## src/hw/rtl/dsde_pkg.sv

```systemverilog
// shared types and codes of the deque sort dedup engine
// used by the controller, the datapath, the top level and the checker
`timescale 1ns / 1ps

package dsde_pkg;

	// command codes on the mode field
	localparam logic [2:0] MODE_PUSH_FRONT = 3'd0;
	localparam logic [2:0] MODE_PUSH_BACK  = 3'd1;
	localparam logic [2:0] MODE_POP_FRONT  = 3'd2;
	localparam logic [2:0] MODE_POP_BACK   = 3'd3;
	localparam logic [2:0] MODE_LIST       = 3'd4;
	localparam logic [2:0] MODE_SORT       = 3'd5;
	localparam logic [2:0] MODE_DEDUPE     = 3'd6;

	// result status codes
	localparam logic [1:0] STATUS_OK    = 2'd0;
	localparam logic [1:0] STATUS_EMPTY = 2'd1;
	localparam logic [1:0] STATUS_FULL  = 2'd2;

	typedef enum logic [3:0] {
		ST_IDLE,
		ST_EXEC,
		ST_LIST_RD,
		ST_LIST_OUT,
		ST_SORT_PASS,
		ST_SORT_LOAD,
		ST_SORT_RD,
		ST_SORT_CMP,
		ST_SORT_END,
		ST_DD_RD,
		ST_DD_LOAD,
		ST_DD_SCAN,
		ST_DD_CMP,
		ST_DD_KEEP,
		ST_FINISH
	} state_t;

	typedef enum logic [3:0] {
		OP_NONE,
		OP_CAPTURE,
		OP_EXEC,
		OP_WALK_INIT,
		OP_RD_IDX,
		OP_RD_SCAN,
		OP_LIST_EMIT,
		OP_SORT_LOAD,
		OP_SORT_CMP,
		OP_SORT_END,
		OP_DD_LOAD,
		OP_DD_CMP,
		OP_DD_KEEP,
		OP_FINISH
	} dp_op_t;

	// controller to datapath
	typedef struct packed {
		dp_op_t op;
		logic   emit;
	} dp_cmd_t;

	// datapath to controller
	typedef struct packed {
		logic [2:0] mode;
		logic       empty;
		logic       out_free;
		logic       list_last;
		logic       end_le1;
		logic       last_pair;
		logic       walk_done;
		logic       scan_done;
		logic       seen;
	} dp_stat_t;

endpackage

```

## src/hw/rtl/dsde_ctrl.sv

```systemverilog
// controller state machine of the deque sort dedup engine
// depends on dsde_pkg; drives commands into dsde_dpath
`timescale 1ns / 1ps

module dsde_ctrl (
	input  logic               clk,
	input  logic               arst_n,
	input  logic               in_valid,
	output logic               in_ready,
	input  dsde_pkg::dp_stat_t stat,
	output dsde_pkg::dp_cmd_t  cmd
);

	dsde_pkg::state_t state_q, state_d;
	logic walk_mode;

	assign walk_mode = (stat.mode == dsde_pkg::MODE_LIST) ||
		(stat.mode == dsde_pkg::MODE_SORT) || (stat.mode == dsde_pkg::MODE_DEDUPE);

	always_ff @(posedge clk or negedge arst_n) begin
		if (!arst_n) begin
			state_q <= dsde_pkg::ST_IDLE;
		end else begin
			state_q <= state_d;
		end
	end

	always_comb begin
		state_d  = state_q;
		cmd.op   = dsde_pkg::OP_NONE;
		cmd.emit = 1'b0;
		in_ready = 1'b0;
		unique case (state_q)
			dsde_pkg::ST_IDLE: begin
				in_ready = 1'b1;
				if (in_valid) begin
					cmd.op  = dsde_pkg::OP_CAPTURE;
					state_d = dsde_pkg::ST_EXEC;
				end
			end
			dsde_pkg::ST_EXEC: begin
				if (walk_mode && !stat.empty) begin
					cmd.op = dsde_pkg::OP_WALK_INIT;
					priority if (stat.mode == dsde_pkg::MODE_LIST) begin
						state_d = dsde_pkg::ST_LIST_RD;
					end else if (stat.mode == dsde_pkg::MODE_SORT) begin
						state_d = dsde_pkg::ST_SORT_PASS;
					end else begin
						state_d = dsde_pkg::ST_DD_RD;
					end
				end else if (stat.out_free) begin
					cmd.op   = dsde_pkg::OP_EXEC;
					cmd.emit = 1'b1;
					state_d  = dsde_pkg::ST_IDLE;
				end
			end
			dsde_pkg::ST_LIST_RD: begin
				cmd.op  = dsde_pkg::OP_RD_IDX;
				state_d = dsde_pkg::ST_LIST_OUT;
			end
			dsde_pkg::ST_LIST_OUT: begin
				if (stat.out_free) begin
					cmd.op   = dsde_pkg::OP_LIST_EMIT;
					cmd.emit = 1'b1;
					state_d  = stat.list_last ? dsde_pkg::ST_IDLE : dsde_pkg::ST_LIST_RD;
				end
			end
			dsde_pkg::ST_SORT_PASS: begin
				if (stat.end_le1) begin
					state_d = dsde_pkg::ST_FINISH;
				end else begin
					cmd.op  = dsde_pkg::OP_RD_IDX;
					state_d = dsde_pkg::ST_SORT_LOAD;
				end
			end
			dsde_pkg::ST_SORT_LOAD: begin
				cmd.op  = dsde_pkg::OP_SORT_LOAD;
				state_d = dsde_pkg::ST_SORT_RD;
			end
			dsde_pkg::ST_SORT_RD: begin
				cmd.op  = dsde_pkg::OP_RD_IDX;
				state_d = dsde_pkg::ST_SORT_CMP;
			end
			dsde_pkg::ST_SORT_CMP: begin
				cmd.op  = dsde_pkg::OP_SORT_CMP;
				state_d = stat.last_pair ? dsde_pkg::ST_SORT_END : dsde_pkg::ST_SORT_RD;
			end
			dsde_pkg::ST_SORT_END: begin
				cmd.op  = dsde_pkg::OP_SORT_END;
				state_d = dsde_pkg::ST_SORT_PASS;
			end
			dsde_pkg::ST_DD_RD: begin
				if (stat.walk_done) begin
					state_d = dsde_pkg::ST_FINISH;
				end else begin
					cmd.op  = dsde_pkg::OP_RD_IDX;
					state_d = dsde_pkg::ST_DD_LOAD;
				end
			end
			dsde_pkg::ST_DD_LOAD: begin
				cmd.op  = dsde_pkg::OP_DD_LOAD;
				state_d = dsde_pkg::ST_DD_SCAN;
			end
			dsde_pkg::ST_DD_SCAN: begin
				if (stat.seen || stat.scan_done) begin
					state_d = dsde_pkg::ST_DD_KEEP;
				end else begin
					cmd.op  = dsde_pkg::OP_RD_SCAN;
					state_d = dsde_pkg::ST_DD_CMP;
				end
			end
			dsde_pkg::ST_DD_CMP: begin
				cmd.op  = dsde_pkg::OP_DD_CMP;
				state_d = dsde_pkg::ST_DD_SCAN;
			end
			dsde_pkg::ST_DD_KEEP: begin
				cmd.op  = dsde_pkg::OP_DD_KEEP;
				state_d = dsde_pkg::ST_DD_RD;
			end
			dsde_pkg::ST_FINISH: begin
				if (stat.out_free) begin
					cmd.op   = dsde_pkg::OP_FINISH;
					cmd.emit = 1'b1;
					state_d  = dsde_pkg::ST_IDLE;
				end
			end
			default: begin
				state_d = dsde_pkg::ST_IDLE;
			end
		endcase
	end

endmodule

```

## src/hw/rtl/dsde_dpath.sv

```systemverilog
// datapath of the deque sort dedup engine: store, pointers, walk counters, result register
// depends on dsde_pkg; driven by dsde_ctrl
`timescale 1ns / 1ps

module dsde_dpath #(
	parameter int CAPACITY   = 32,
	parameter int DATA_WIDTH = 32
) (
	input  logic                clk,
	input  logic                arst_n,
	input  logic [2:0]          mode,
	input  logic signed [31:0]  value,
	input  dsde_pkg::dp_cmd_t   cmd,
	output dsde_pkg::dp_stat_t  stat,
	input  logic                out_ready,
	output logic                out_valid,
	output logic signed [31:0]  element,
	output logic [1:0]          status,
	output logic [5:0]          occupancy,
	output logic                last
);

	localparam int AW = $clog2(CAPACITY);
	localparam int PW = $clog2(CAPACITY + 1);

	logic signed [DATA_WIDTH-1:0] mem [CAPACITY];
	logic signed [DATA_WIDTH-1:0] rdata_q, carry_q, cand_q, wdata, val_ext;

	logic [2:0]         mode_q;
	logic signed [31:0] val_q;
	logic [AW-1:0]      front_q, front_n, front_dec, front_inc;
	logic [AW-1:0]      rd_addr_q, wr_addr_q, waddr, raddr, slot_addr;
	logic [AW:0]        slot_sum;
	logic [PW-1:0]      count_q, count_n, count_fin, idx_q, end_q, kept_q, scan_q, pos;
	logic               seen_q, we, re, push_we, full, empty, less, list_last, out_free;
	logic [1:0]         exec_status;

	logic               out_valid_q, last_q;
	logic signed [31:0] element_q;
	logic [1:0]         status_q;
	logic [5:0]         occ_q;

	assign val_ext   = DATA_WIDTH'(val_q);
	assign full      = (count_q == PW'(CAPACITY));
	assign empty     = (count_q == '0);
	assign less      = (rdata_q < carry_q);
	assign list_last = ((idx_q + PW'(1)) == count_q);
	assign out_free  = !out_valid_q || out_ready;
	assign count_fin = (mode_q == dsde_pkg::MODE_DEDUPE) ? kept_q : count_q;

	// circular slot of a queue position
	assign slot_sum  = (AW+1)'(front_q) + (AW+1)'(pos);
	assign slot_addr = (slot_sum >= (AW+1)'(CAPACITY)) ?
		AW'(slot_sum - (AW+1)'(CAPACITY)) : AW'(slot_sum);
	assign front_dec = (front_q == '0) ? AW'(CAPACITY - 1) : front_q - 1'b1;
	assign front_inc = (front_q == AW'(CAPACITY - 1)) ? '0 : front_q + 1'b1;

	always_comb begin
		unique case (cmd.op)
			dsde_pkg::OP_RD_SCAN: pos = scan_q;
			dsde_pkg::OP_DD_KEEP: pos = kept_q;
			dsde_pkg::OP_EXEC:    pos = count_q;
			default:              pos = idx_q;
		endcase
	end

	// push and pop
	always_comb begin
		count_n     = count_q;
		front_n     = front_q;
		exec_status = dsde_pkg::STATUS_OK;
		push_we     = 1'b0;
		unique case (mode_q)
			dsde_pkg::MODE_PUSH_FRONT: begin
				if (full) begin
					exec_status = dsde_pkg::STATUS_FULL;
				end else begin
					front_n = front_dec;
					count_n = count_q + 1'b1;
					push_we = 1'b1;
				end
			end
			dsde_pkg::MODE_PUSH_BACK: begin
				if (full) begin
					exec_status = dsde_pkg::STATUS_FULL;
				end else begin
					count_n = count_q + 1'b1;
					push_we = 1'b1;
				end
			end
			dsde_pkg::MODE_POP_FRONT: begin
				if (empty) begin
					exec_status = dsde_pkg::STATUS_EMPTY;
				end else begin
					front_n = front_inc;
					count_n = count_q - 1'b1;
				end
			end
			dsde_pkg::MODE_POP_BACK: begin
				if (empty) begin
					exec_status = dsde_pkg::STATUS_EMPTY;
				end else begin
					count_n = count_q - 1'b1;
				end
			end
			dsde_pkg::MODE_LIST, dsde_pkg::MODE_SORT, dsde_pkg::MODE_DEDUPE: begin
				exec_status = empty ? dsde_pkg::STATUS_EMPTY : dsde_pkg::STATUS_OK;
			end
			default: begin
			end
		endcase
	end

	// store port control
	always_comb begin
		we    = 1'b0;
		re    = 1'b0;
		waddr = slot_addr;
		raddr = slot_addr;
		wdata = val_ext;
		unique case (cmd.op)
			dsde_pkg::OP_EXEC: begin
				we    = push_we;
				waddr = (mode_q == dsde_pkg::MODE_PUSH_FRONT) ? front_dec : slot_addr;
			end
			dsde_pkg::OP_RD_IDX, dsde_pkg::OP_RD_SCAN: begin
				re = 1'b1;
			end
			dsde_pkg::OP_SORT_CMP: begin
				we    = 1'b1;
				waddr = wr_addr_q;
				wdata = less ? rdata_q : carry_q;
			end
			dsde_pkg::OP_SORT_END: begin
				we    = 1'b1;
				waddr = wr_addr_q;
				wdata = carry_q;
			end
			dsde_pkg::OP_DD_KEEP: begin
				we    = !seen_q;
				wdata = cand_q;
			end
			default: begin
			end
		endcase
	end

	always_ff @(posedge clk) begin
		if (we) begin
			mem[waddr] <= wdata;
		end
		if (re) begin
			rdata_q   <= mem[raddr];
			rd_addr_q <= raddr;
		end
	end

	always_ff @(posedge clk or negedge arst_n) begin
		if (!arst_n) begin
			front_q     <= '0;
			count_q     <= '0;
			idx_q       <= '0;
			end_q       <= '0;
			kept_q      <= '0;
			scan_q      <= '0;
			seen_q      <= 1'b0;
			out_valid_q <= 1'b0;
		end else begin
			unique case (cmd.op)
				dsde_pkg::OP_EXEC: begin
					front_q <= front_n;
					count_q <= count_n;
				end
				dsde_pkg::OP_WALK_INIT: begin
					idx_q  <= '0;
					kept_q <= '0;
					end_q  <= count_q;
				end
				dsde_pkg::OP_LIST_EMIT, dsde_pkg::OP_SORT_CMP: begin
					idx_q <= idx_q + 1'b1;
				end
				dsde_pkg::OP_SORT_LOAD: begin
					idx_q <= PW'(1);
				end
				dsde_pkg::OP_SORT_END: begin
					end_q <= end_q - 1'b1;
					idx_q <= '0;
				end
				dsde_pkg::OP_DD_LOAD: begin
					scan_q <= '0;
					seen_q <= 1'b0;
				end
				dsde_pkg::OP_DD_CMP: begin
					seen_q <= (rdata_q == cand_q);
					scan_q <= scan_q + 1'b1;
				end
				dsde_pkg::OP_DD_KEEP: begin
					if (!seen_q) begin
						kept_q <= kept_q + 1'b1;
					end
					idx_q <= idx_q + 1'b1;
				end
				dsde_pkg::OP_FINISH: begin
					count_q <= count_fin;
				end
				default: begin
				end
			endcase
			if (cmd.emit) begin
				out_valid_q <= 1'b1;
			end else if (out_ready) begin
				out_valid_q <= 1'b0;
			end
		end
	end

	always_ff @(posedge clk) begin
		unique case (cmd.op)
			dsde_pkg::OP_CAPTURE: begin
				mode_q <= mode;
				val_q  <= value;
			end
			dsde_pkg::OP_SORT_LOAD: begin
				carry_q   <= rdata_q;
				wr_addr_q <= rd_addr_q;
			end
			dsde_pkg::OP_SORT_CMP: begin
				if (!less) begin
					carry_q <= rdata_q;
				end
				wr_addr_q <= rd_addr_q;
			end
			dsde_pkg::OP_DD_LOAD: begin
				cand_q <= rdata_q;
			end
			default: begin
			end
		endcase
		if (cmd.emit) begin
			element_q <= (cmd.op == dsde_pkg::OP_LIST_EMIT) ? 32'(rdata_q) : '0;
			status_q  <= (cmd.op == dsde_pkg::OP_EXEC) ? exec_status : dsde_pkg::STATUS_OK;
			last_q    <= (cmd.op == dsde_pkg::OP_LIST_EMIT) ? list_last : 1'b1;
			unique case (cmd.op)
				dsde_pkg::OP_EXEC:   occ_q <= 6'(count_n);
				dsde_pkg::OP_FINISH: occ_q <= 6'(count_fin);
				default:             occ_q <= 6'(count_q);
			endcase
		end
	end

	assign stat.mode      = mode_q;
	assign stat.empty     = empty;
	assign stat.out_free  = out_free;
	assign stat.list_last = list_last;
	assign stat.end_le1   = (end_q <= PW'(1));
	assign stat.last_pair = ((idx_q + PW'(1)) == end_q);
	assign stat.walk_done = (idx_q == count_q);
	assign stat.scan_done = (scan_q == kept_q);
	assign stat.seen      = seen_q;

	assign out_valid = out_valid_q;
	assign element   = element_q;
	assign status    = status_q;
	assign occupancy = occ_q;
	assign last      = last_q;

endmodule

```

## src/hw/rtl/deque_sort_dedup_engine.sv

```systemverilog
// top level of the deque sort dedup engine
// depends on dsde_pkg, dsde_ctrl and dsde_dpath
`timescale 1ns / 1ps

// Bounded double-ended queue of signed values in a single-port circular store of
// CAPACITY words, tracked by a front index and a count. Each input word carries a mode
// and a value; every command returns one result word, except list on a non-empty queue,
// which returns one word per element, front first, with last set on the final one.
// A push, a pop, an unused mode or any command on an empty queue passes through the
// accepting idle state and the execute state, which loads its result into the output
// register. The next word is taken as soon as the controller is back in idle, even
// while that result still waits on out_ready; every load of the output register waits
// until the register is free. list makes one read and one output load per element.
// sort is a bubble sort that carries the running maximum through each pass, and dedupe
// reads each element and then rescans the kept prefix. While list, sort or dedupe run,
// in_ready stays low. The store has no reset; only occupied entries are ever read.
module deque_sort_dedup_engine #(
	parameter int CAPACITY   = 32,
	parameter int DATA_WIDTH = 32
) (
	input  logic               clk,
	input  logic               arst_n,
	// command words
	input  logic               in_valid,
	output logic               in_ready,
	input  logic [2:0]         mode,
	input  logic signed [31:0] value,
	// result words
	output logic               out_valid,
	input  logic               out_ready,
	output logic signed [31:0] element,
	output logic [1:0]         status,
	output logic [5:0]         occupancy,
	output logic               last
);

	// command and status between the state machine and the datapath
	dsde_pkg::dp_cmd_t  cmd;
	dsde_pkg::dp_stat_t stat;

	// sequencer: idle, execute, and the walks for list, sort and dedupe
	dsde_ctrl u_ctrl (
		.clk      (clk),
		.arst_n   (arst_n),
		.in_valid (in_valid),
		.in_ready (in_ready),
		.stat     (stat),
		.cmd      (cmd)
	);

	// store, front and count, walk counters and the output register
	dsde_dpath #(
		.CAPACITY   (CAPACITY),
		.DATA_WIDTH (DATA_WIDTH)
	) u_dpath (
		.clk       (clk),
		.arst_n    (arst_n),
		.mode      (mode),
		.value     (value),
		.cmd       (cmd),
		.stat      (stat),
		.out_ready (out_ready),
		.out_valid (out_valid),
		.element   (element),
		.status    (status),
		.occupancy (occupancy),
		.last      (last)
	);

endmodule

```

## config.mk

```make
export PLATFORM = sky130hd
export DESIGN_NAME = deque_sort_dedup_engine
export DESIGN_NICKNAME = d
export VERILOG_FILES = /design/src/hw/rtl/dsde_pkg.sv /design/src/hw/rtl/dsde_ctrl.sv /design/src/hw/rtl/dsde_dpath.sv /design/src/hw/rtl/deque_sort_dedup_engine.sv
export SDC_FILE = /design/constraint.sdc
export NUM_CORES = 1
export LEC_CHECK = 0
export BUFFER_PORTS_ARGS = -buffer_cell sky130_fd_sc_hd__buf_2
export CORE_MARGIN = 2
export CORE_UTILIZATION = 29
export DETAILED_ROUTE_END_ITERATION = 8
export PLACE_DENSITY = 0.47
export RECOVER_POWER = 25
export SLEW_MARGIN = 30
export SYNTH_ARGS = -nofsm -noshare
export SYNTH_HDL_FRONTEND = slang
export SYNTH_SLANG_ARGS = --single-unit
```

## constraint.sdc

```tcl
create_clock -name clk -period 19.5 [get_ports clk]
set_input_delay 3.9 -clock clk [delete_from_list [all_inputs] [get_ports clk]]
set_output_delay 3.9 -clock clk [all_outputs]
set_load 0.01 [all_outputs]
```

==> metrics <==
final core occ=0.338; Die W=427 um; post-cts sizing count=0; Root Buffer=clkbuf_16; Nets=3210; syn_area_per_cell=17.5 sq um; top-area cell type share of the netlist area=0.698; post-route ant nets=0; Worst Skew=0.0406 ns; EDFF count, synth=1206; Lkg Pwr=0.0194 uW; M3 GR Usage=0.0251; critical path class=primary input to flip-flop; CORE AREA=178000 sq um; crit-path max FO=41; Via-to-Cell Ratio=5.08; CTS tree=done; maximum VDD drop=0.206 mV; Tightest Hold Check Type=flip-flop to flip-flop; Die H=427 um; Post-Synth XOR/XNOR Area=0.0116; Synth Area in Compound Gates=0.0625; num rows=155; CP Data Required Time=20.02 ns; R2R cell count=9; status=complete, but fails checks; MaxCap Viol Count=16; first-pass GRT wire length=218000 um; input/output buffers=81; Initial Util=0.291; post-synthesis mux area share=0.132; Yosys warnings=0; clock tree buffer depth=3; DRC=0; Pre-Repair DR Iteration Count=6; most instantiated cells after synthesis=edfxtp_1 (1206), mux4_2 (256), a21oi_1 (188), nand2_1 (162), clkbuf_1 (129); flop2flop setup slack=11.11 ns; Ant. Diodes=0; Worst R2R Start=u_dpath.rdata_q[27]$_DFFE_PP_; Final GP Congestion=0.811; Synth Register Bits=1247; cts bufs inserted=136; largest family of logic cells by synthesized area=multiplexers; antenna violations before repair=2; all-layer global routing usage=0.169; Async SR Flop Fraction=0.0329; via count=28400; Layout Area Growth over Synthesis=16.2%; synth top area cells=edfxtp_1 (70%), mux4_2 (11%), dfrtp_1 (2.0%); largest net degree at the start of global routing=132; vias in the first global route=28100; Fin Setup TNS=0 ns; post-DR wirelength/cell=27.8 um; syn_nets=3044; # IOs=82; layout cells sized above 1=0.237; Synth Area in Simple Gates=0.0461; die area=182000 sq um; Critical Path Sink Type=flip-flop; # fillers=16900; multi-input combinational cell area=14200 sq um; Synth Area in Adders=0.0112; CTS clk-pin slew, worst paths=0.06 ns; worst-margin pin slew=3.58 ns; clock sinks=1247; Synth Flop Type=edfxtp_1; Slew HR=-1.41; GRT overflow=0; HPWL after DPL=88300 um; minimum clock period after layout=9.60 ns; PwrDens=196 nW/um^2; Finish-stage setup viols=0; met2 usage=0.272; crit share post-route=0.492; unique cell type count in the Yosys netlist=67; Pins Over Slew Limit=533; top-count cell post-synth=edfxtp_1; Post-Route WL=156000 um; Fmax achieved=104 MHz; CP endpoint=u_dpath.rdata_q[30]$_DFFE_PP_; Worst R2R End=u_dpath.mem[25][12]$_DFFE_PP_; FF+latch area=37200 sq um; Cell Area, Synth=51900 sq um; cell count after synthesis=2959; Critical Path AT=10.12 ns; setup bufs post-CTS=0; Synth area leader=edfxtp_1; unrepaired setup endpoints after global routing=no; # H-tree levels=4; failing checks=capacitance limit, slew limit; Final Hold Vio Count=0; CP startpoint kind=primary input; Seq/Total Area, Yosys=0.718; later-pin clock latency in the skew report=0.78 ns; crit path from=out_ready; GR peak layer=met2; First DRT Iteration DRCs=3142; Post-CTS Hold Buffers=0; met1 Usage GRT=0.238
## layer usage
layer / vias up / part of all wire
met2: 818 / 0.47
met5: - / 0
met1: 15200 / 0.45
met4: 0 / 0.027
met3: 219 / 0.046
li1: 12200 / -
## worst min-delay path by stage
stage | start | to | cells after the start
after CTS | u_dpath.rd_addr_q[1]$_DFFE_PP_ | u_dpath.wr_addr_q[1]$_DFFE_PP_ | 0
final | u_dpath.rd_addr_q[1]$_DFFE_PP_ | u_dpath.wr_addr_q[1]$_DFFE_PP_ | 0
after global placement | u_dpath.rd_addr_q[3]$_DFFE_PP_ | u_dpath.wr_addr_q[3]$_DFFE_PP_ | 0
after detailed placement | u_dpath.rd_addr_q[3]$_DFFE_PP_ | u_dpath.wr_addr_q[3]$_DFFE_PP_ | 0
after floorplan | u_dpath.rd_addr_q[0]$_DFFE_PP_ | u_dpath.wr_addr_q[0]$_DFFE_PP_ | 0
after global routing | u_dpath.rd_addr_q[1]$_DFFE_PP_ | u_dpath.wr_addr_q[1]$_DFFE_PP_ | 0
## cell usage in the layout (no fill, tap or decap), types with 11 or more instances in the layout
cell	synthesis	routed
a21oi_1	188	188
nand2_1	162	162
and2_1	39	28
clkbuf_16	0	138
mux2_2	29	29
nor4_1	11	11
o221a_2	32	32
nand3_1	22	22
nor2b_1	70	70
inv_1	77	77
clkinv_1	1	39
nand4_1	12	12
xor2_1	27	26
clkinv_2	0	16
buf_2	7	73
mux2i_1	68	68
dfrtp_1	41	41
buf_4	1	107
mux4_2	256	256
nor3_2	0	18
ha_1	45	43
o21ai_2	0	17
clkbuf_1	129	49
nor3_1	36	18
nor2_1	80	77
xnor2_1	42	41
edfxtp_1	1206	1206
a211oi_1	75	70
o21ai_0	116	96
## power breakdown
group	total, uW	internal [uW]	switching, uW
Clock	2530	1450	1080
Sequential	3870	3610	263
Combinational	5440	2350	3100
## kinds of logic after synthesis
group | Yosys count
buffers and inverters | 254
DFF | 1247
and+or+nand+nor | 482
AOI/OAI and AO/OA | 503
muxes | 358
adders and majority gates | 46
xor gates and xnor gates | 69
## stage by stage
stage / power (uW) / worst slack (ns) / instance area (sq um) / hold slack [ns] / instances
global route: 12500 / 9.30 / 60300 / 0.424 / 5592
floorplan: 7720 / 8.38 / 51900 / 0.400 / 2959
detailed placement: 9460 / 8.97 / 56100 / 0.405 / 5341
finish: 11800 / 9.90 / 60300 / 0.419 / 5592
global placement: 9430 / 9.12 / 56000 / 0.402 / 5341
CTS: 12000 / 9.82 / 60500 / 0.422 / 5591
## final cells by class
cell class | count | area share
Clock buffer | 171 | 0.0598
Clock inverter | 79 | 0.0123
Inverter | 78 | 0.00486
Multi-Input combinational cell | 1458 | 0.235
Sequential cell | 1247 | 0.618
Tap cell | 2355 | 0.0489
Timing Repair Buffer | 204 | 0.0218
## sequential cells by signal, indices dropped and copies added (netlist names)
register           flops
u_ctrl.state_q         4
u_dpath.cand_q        32
u_dpath.carry_q       32
u_dpath.count_q        6
u_dpath.element       32
u_dpath.end_q          6
u_dpath.front_q        5
u_dpath.idx_q          6
u_dpath.kept_q         6
u_dpath.last           1
u_dpath.mem         1024
u_dpath.mode_q         3
u_dpath.occupancy      6
u_dpath.out_valid      1
u_dpath.rd_addr_q      5
u_dpath.rdata_q       32
u_dpath.scan_q         6
u_dpath.seen_q         1
u_dpath.status         2
u_dpath.val_ext       32
u_dpath.wr_addr_q      5
## worst max-delay path, stage by stage
cell	delay, ns
buf_2	0.08
nand2b_1	0.25
nand2_1	0.28
nor2_1	0.61
nor3_1	0.22
nand2_1	0.13
nand2_1	0.09
ha_4	0.74
buf_4	0.77
buf_4	0.68
buf_4	0.80
mux4_2	0.58
nor2b_1	0.14
a211oi_1	0.30
a21oi_1	0.10
mux2_4	0.31
Note: power is estimated with default switching activity, not from simulation.
